$ cat config.mk
export PLATFORM = sky130hd
export DESIGN_NAME = tccw_front
export DESIGN_NICKNAME = d
export VERILOG_FILES = /design/src/tccw_pkg.sv /design/src/tccw_front.sv
export SDC_FILE = /design/constraint.sdc
export NUM_CORES = 1
export LEC_CHECK = 0
export ABC_AREA = 1
export BUFFER_PORTS_ARGS = -buffer_cell sky130_fd_sc_hd__buf_4
export CAP_MARGIN = 20
export CELL_PAD_IN_SITES_DETAIL_PLACEMENT = 1
export CELL_PAD_IN_SITES_GLOBAL_PLACEMENT = 2
export CORE_ASPECT_RATIO = 1.1
export CORE_MARGIN = 3
export CORE_UTILIZATION = 33
export CTS_CLUSTER_SIZE = 28
export DETAILED_ROUTE_END_ITERATION = 16
export GPL_TIMING_DRIVEN = 0
export PLACE_DENSITY_LB_ADDON = 0.05
export SETUP_SLACK_MARGIN = 0.5
export SYNTH_ARGS = -nofsm -noshare
export SYNTH_HDL_FRONTEND = slang
export SYNTH_SLANG_ARGS = --single-unit
$ cat constraint.sdc
create_clock -name clk -period 2.3 [get_ports clk]
set_input_delay 0.115 -clock clk [delete_from_list [all_inputs] [get_ports clk]]
set_output_delay 0.115 -clock clk [all_outputs]
set_load 0.05 [all_outputs]
$ cat src/tccw_pkg.sv
package tccw_pkg;

    // Default screen geometry
    localparam int COLUMNS_DEF = 80;
    localparam int ROWS_DEF    = 25;

    // Configuration port
    localparam int PADDR_W = 3;
    localparam int PDATA_W = 32;
    localparam logic REG_ATTR = 1'b0;
    localparam logic REG_TAB  = 1'b1;

    localparam logic [7:0] ATTR_RESET = 8'h0F;
    localparam logic [3:0] TAB_RESET  = 4'd4;
    localparam logic [3:0] TAB_MAX    = 4'd8;

    // Cell words and special bytes
    localparam logic [15:0] BLANK_CELL = 16'h0F20;
    localparam logic [7:0]  CHAR_BS    = 8'd8;
    localparam logic [7:0]  CHAR_TAB   = 8'd9;
    localparam logic [7:0]  CHAR_NL    = 8'd10;
    localparam logic [7:0]  CHAR_SPACE = 8'h20;

    localparam logic FUNC_PUT  = 1'b0;
    localparam logic FUNC_READ = 1'b1;

    // Operation kinds passed from front to back
    localparam logic [1:0] OP_PUT       = 2'd0;
    localparam logic [1:0] OP_NEWLINE   = 2'd1;
    localparam logic [1:0] OP_BACKSPACE = 2'd2;
    localparam logic [1:0] OP_READ      = 2'd3;

    typedef struct packed {
        logic       func;
        logic [7:0] char_code;
        logic [4:0] read_row;
        logic [6:0] read_col;
    } cmd_item_t;

    typedef struct packed {
        logic [4:0]  cursor_row;
        logic [6:0]  cursor_col;
        logic [10:0] cursor_position;
        logic [15:0] read_data;
        logic        scrolled;
    } rsp_item_t;

    typedef struct packed {
        logic [1:0] kind;
        logic [7:0] char_code;
        logic [3:0] count;
        logic [4:0] read_row;
        logic [6:0] read_col;
        logic       read_oob;
    } op_t;

endpackage

$ cat src/tccw_front.sv
module tccw_front
    import tccw_pkg::*;
    #(
        parameter int ROWS    = ROWS_DEF,
        parameter int COLUMNS = COLUMNS_DEF
    )
    (
        input  logic      clk,
        input  logic      rst_n,
        input  logic      cmd_valid,
        output logic      cmd_ready,
        input  cmd_item_t cmd,
        input  logic [3:0] tab_width,
        input  logic      hold,
        output logic      op_valid,
        output op_t       op,
        input  logic      op_pop
    );

    localparam logic [1:0] Q_FULL = 2'd2;

    op_t        op_in;
    op_t        q_mem_reg [2];
    logic       q_wr_reg, q_wr_next;
    logic       q_rd_reg, q_rd_next;
    logic [1:0] q_count_reg, q_count_next;
    logic       push;

    // Classify the incoming transaction
    always_comb
    begin
        op_in.kind      = OP_PUT;
        op_in.char_code = cmd.char_code;
        op_in.count     = 4'd1;
        op_in.read_row  = cmd.read_row;
        op_in.read_col  = cmd.read_col;
        op_in.read_oob  = (32'(cmd.read_row) >= ROWS) || (32'(cmd.read_col) >= COLUMNS);
        if (cmd.func == FUNC_READ)
        begin
            op_in.kind = OP_READ;
        end
        else
        begin
            case (cmd.char_code)
                CHAR_NL:
                begin
                    op_in.kind = OP_NEWLINE;
                end
                CHAR_BS:
                begin
                    op_in.kind = OP_BACKSPACE;
                end
                CHAR_TAB:
                begin
                    op_in.char_code = CHAR_SPACE;
                    op_in.count     = (tab_width > TAB_MAX) ? TAB_MAX : tab_width;
                end
                default:
                begin
                    op_in.kind = OP_PUT;
                end
            endcase
        end
    end

    // Two-entry queue toward the back end
    assign cmd_ready = (q_count_reg != Q_FULL) && !hold;
    assign push      = cmd_valid && cmd_ready;
    assign op_valid  = (q_count_reg != 2'd0);
    assign op        = q_mem_reg[q_rd_reg];

    always_comb
    begin
        q_wr_next    = push ? ~q_wr_reg : q_wr_reg;
        q_rd_next    = op_pop ? ~q_rd_reg : q_rd_reg;
        q_count_next = q_count_reg + {1'b0, push} - {1'b0, op_pop};
    end

    always_ff @(posedge clk or negedge rst_n)
    begin
        if (!rst_n)
        begin
            q_wr_reg    <= 1'b0;
            q_rd_reg    <= 1'b0;
            q_count_reg <= 2'd0;
        end
        else
        begin
            q_wr_reg    <= q_wr_next;
            q_rd_reg    <= q_rd_next;
            q_count_reg <= q_count_next;
        end
    end

    always_ff @(posedge clk)
    begin
        if (push)
        begin
            q_mem_reg[q_wr_reg] <= op_in;
        end
    end

endmodule

==> flow_summary.json <==
{
  "synth_fa_ha_area_frac": 0.0104,
  "diodes": 0,
  "worstMarginPinSlew_ns": 0.521,
  "die_x_um": 87.4,
  "cts_made_buffers": 9,
  "synth_top_family_by_area": "multiplexers",
  "synthSimpleGateAreaFrac": 0.0474,
  "relSlewSlack": 0.652,
  "core_um2": 7050,
  "end_kind": "flip-flop",
  "routed-wl-met3_um": 313,
  "chipHeight_um": 95.5,
  "fin_setup_tns_ns": 0,
  "drc_errors": 0,
  "die_area_um2": 8340,
  "cts_max_level": 3,
  "max_cap_violations": 0,
  "postLayoutSetupSlackWorst_ns": 0.649,
  "fin_crit_sh": 0.718,
  "first_global_vias": 1591,
  "cp-start-kind": "flip-flop",
  "io_buffers": 58,
  "grt_max_degree": 28,
  "pre_cts_slack_ns": 0.456,
  "leakage_nw": 1.31,
  "track_usage": 0.126,
  "reg2reg_to": "q_count_reg[1]",
  "muxShareOfSynthArea": 0.156,
  "syn_area_um2": 2400,
  "status": "completed",
  "synth_compound_area_frac": 0.0135,
  "setup_viol": 0,
  "rows": 32,
  "initialDrtViolationCount": 56,
  "num_vias": 1461,
  "routed.top_layer": "met4",
  "min_to": "q_mem_reg[1][19]",
  "final_hold_viol_count": 0,
  "power_density_nw_per_um2": 1210,
  "layout_commonest_cell": "buf_4",
  "syn_avg_cell_area_um2": 16.9,
  "wl_met2_um": 2780,
  "synthDistinctLibCells": 18,
  "peakVddDrop_mv": 0.535,
  "yosysSeqAreaShare": 0.717,
  "clock_skew_ns": 0.00433,
  "cp.required_ns": 2.51,
  "path_class": "flip-flop to flip-flop",
  "grt_pass1_wl_um": 7620,
  "dp_hpwl_um": 3270,
  "crit_path_max_fanout": 4,
  "rr_worst_depth": 9,
  "rsz0062_at_grt": "no",
  "area_growth_syn_to_layout_pct": 38.1,
  "ys_seq_elements": 58,
  "period_needed_ns": 1.65,
  "routed_wl_um": 5120,
  "startpoint": "q_count_reg[0]",
  "hold_path_class": "input port to flip-flop",
  "syn-num-nets": 174,
  "clock-sinks": 58,
  "io_pins": 59,
  "clk_latency_ns": 0.32,
  "synth_xor_area_frac": 0.0109,
  "whs_path_depth": 2,
  "cts_tree": "done",
  "overflow": 0,
  "r2r_slack_ns": 0.65,
  "fin_nets": 259,
  "ant_nets": 0,
  "synthCells": 142,
  "grt_antenna_before_repair": 0,
  "largest_register_ffs": 54,
  "clk_path_buf_depth": 2,
  "cp_data_arrival_time_ns": 1.86,
  "hp-start": "cmd[14]",
  "fmax_ghz": 0.606,
  "layout_common_cells": "58 x buf_4, 54 x edfxtp_1, 19 x mux2_4",
  "gp_congestion": 0.673,
  "root_buffer": "clkbuf_8",
  "post-route-util": 0.471,
  "ys_warn_count": 0,
  "final_max_slew_viol_count": 0,
  "drive_gt1_frac": 0.463,
  "firstDrtPassIters": 4,
  "drt-met1-wl_um": 1960,
  "clk_pin_slew_ns": 0.06,
  "initial_core_util": 0.341,
  "viasPerCell": 4.62,
  "wl_per_cell_um": 16.2,
  "timing.rr.start": "q_count_reg[0]"
}
-- metrics by stage --
step	total power [mW]	area (µm²)	std cells	hold WS [ns]
CTS	4.07	3310	315	0.0753
finish	4.02	3320	316	0.0894
detailed placement	3.18	2980	285	-0.0841
floorplan	2.73	2440	142	-0.181
global placement	3.15	2980	285	-0.0845
global route	4.21	3320	316	0.0777
-- cells in the mapped netlist --
cell,n,area share
a21oi_1,1,0.0021
buf_12,2,0.017
buf_6,1,0.0047
clkbuf_1,5,0.0078
dfrtp_1,4,0.042
edfxtp_1,54,0.68
ha_1,2,0.010
inv_1,10,0.016
mux2_2,8,0.038
mux2_4,19,0.12
nand2_1,11,0.017
nand3_1,3,0.0062
nor2_1,10,0.016
nor3_1,4,0.0083
o21ai_0,4,0.0083
o21bai_1,1,0.0031
xnor2_1,1,0.0036
xor2_1,2,0.0073
-- worst max-delay path, cell delays in order, from the launching register on --
cell,delay (ns)
dfrtp_1,0.35
inv_1,0.08
a21oi_4,0.18
nand2_2,0.16
ha_4,0.30
inv_1,0.03
ha_2,0.18
xor2_1,0.14
nor2_1,0.08
nor2_1,0.04
-- layer usage --
metal	track usage	up-vias
met3	0.0389	8
met2	0.219	44
met1	0.137	725
li1	-	684
met4	0.0652	0
met5	0	-
-- logic make-up after synthesis --
kind of cell	Yosys count
AO/OA/AOI/OAI	6
XOR/XNOR	3
adder cells (fa/ha/maj)	2
buffers and inverters	18
flip-flops	58
multiplexers	27
AND/OR/NAND/NOR	28
-- power breakdown --
part,total [mW],internal (mW),switching [mW]
combinational,1.80,0.690,1.11
clock,0.848,0.481,0.367
sequential,1.37,1.32,0.0508
-- final cells by class --
class	count	area, µm²
clock buffers	10	128
multi-input cells	67	621
flip-flops and latches	58	1720
well taps	85	106
repair buffers	72	576
clock inverters	5	46.3
plain buffers	8	70.1
fillers	718	3730
repair inverters	1	7.51
inverters	10	41.3
-- worst max-delay path by stage --
stage / depth (start not counted) / slack [ns] / endpoint
global route: 9 / 0.51 / q_count_reg[1]
finish: 9 / 0.65 / q_count_reg[1]
detailed placement: 4 / 0.46 / q_mem_reg[1][9]
global placement: 4 / 0.52 / q_mem_reg[1][9]
floorplan: 9 / 0.51 / q_count_reg[1]
CTS: 4 / 0.53 / q_mem_reg[0][0]
-- repair_timing --
action	CTS	global route
endpoints found under the setup margin	27	27
gates cloned	1	1
pin swaps	1	0
hold endpoints to repair	29	0
buffers inserted	0	0
hold buffers	14	0
gates resized for setup	1	1
Power figures use the tool's default switching activity.
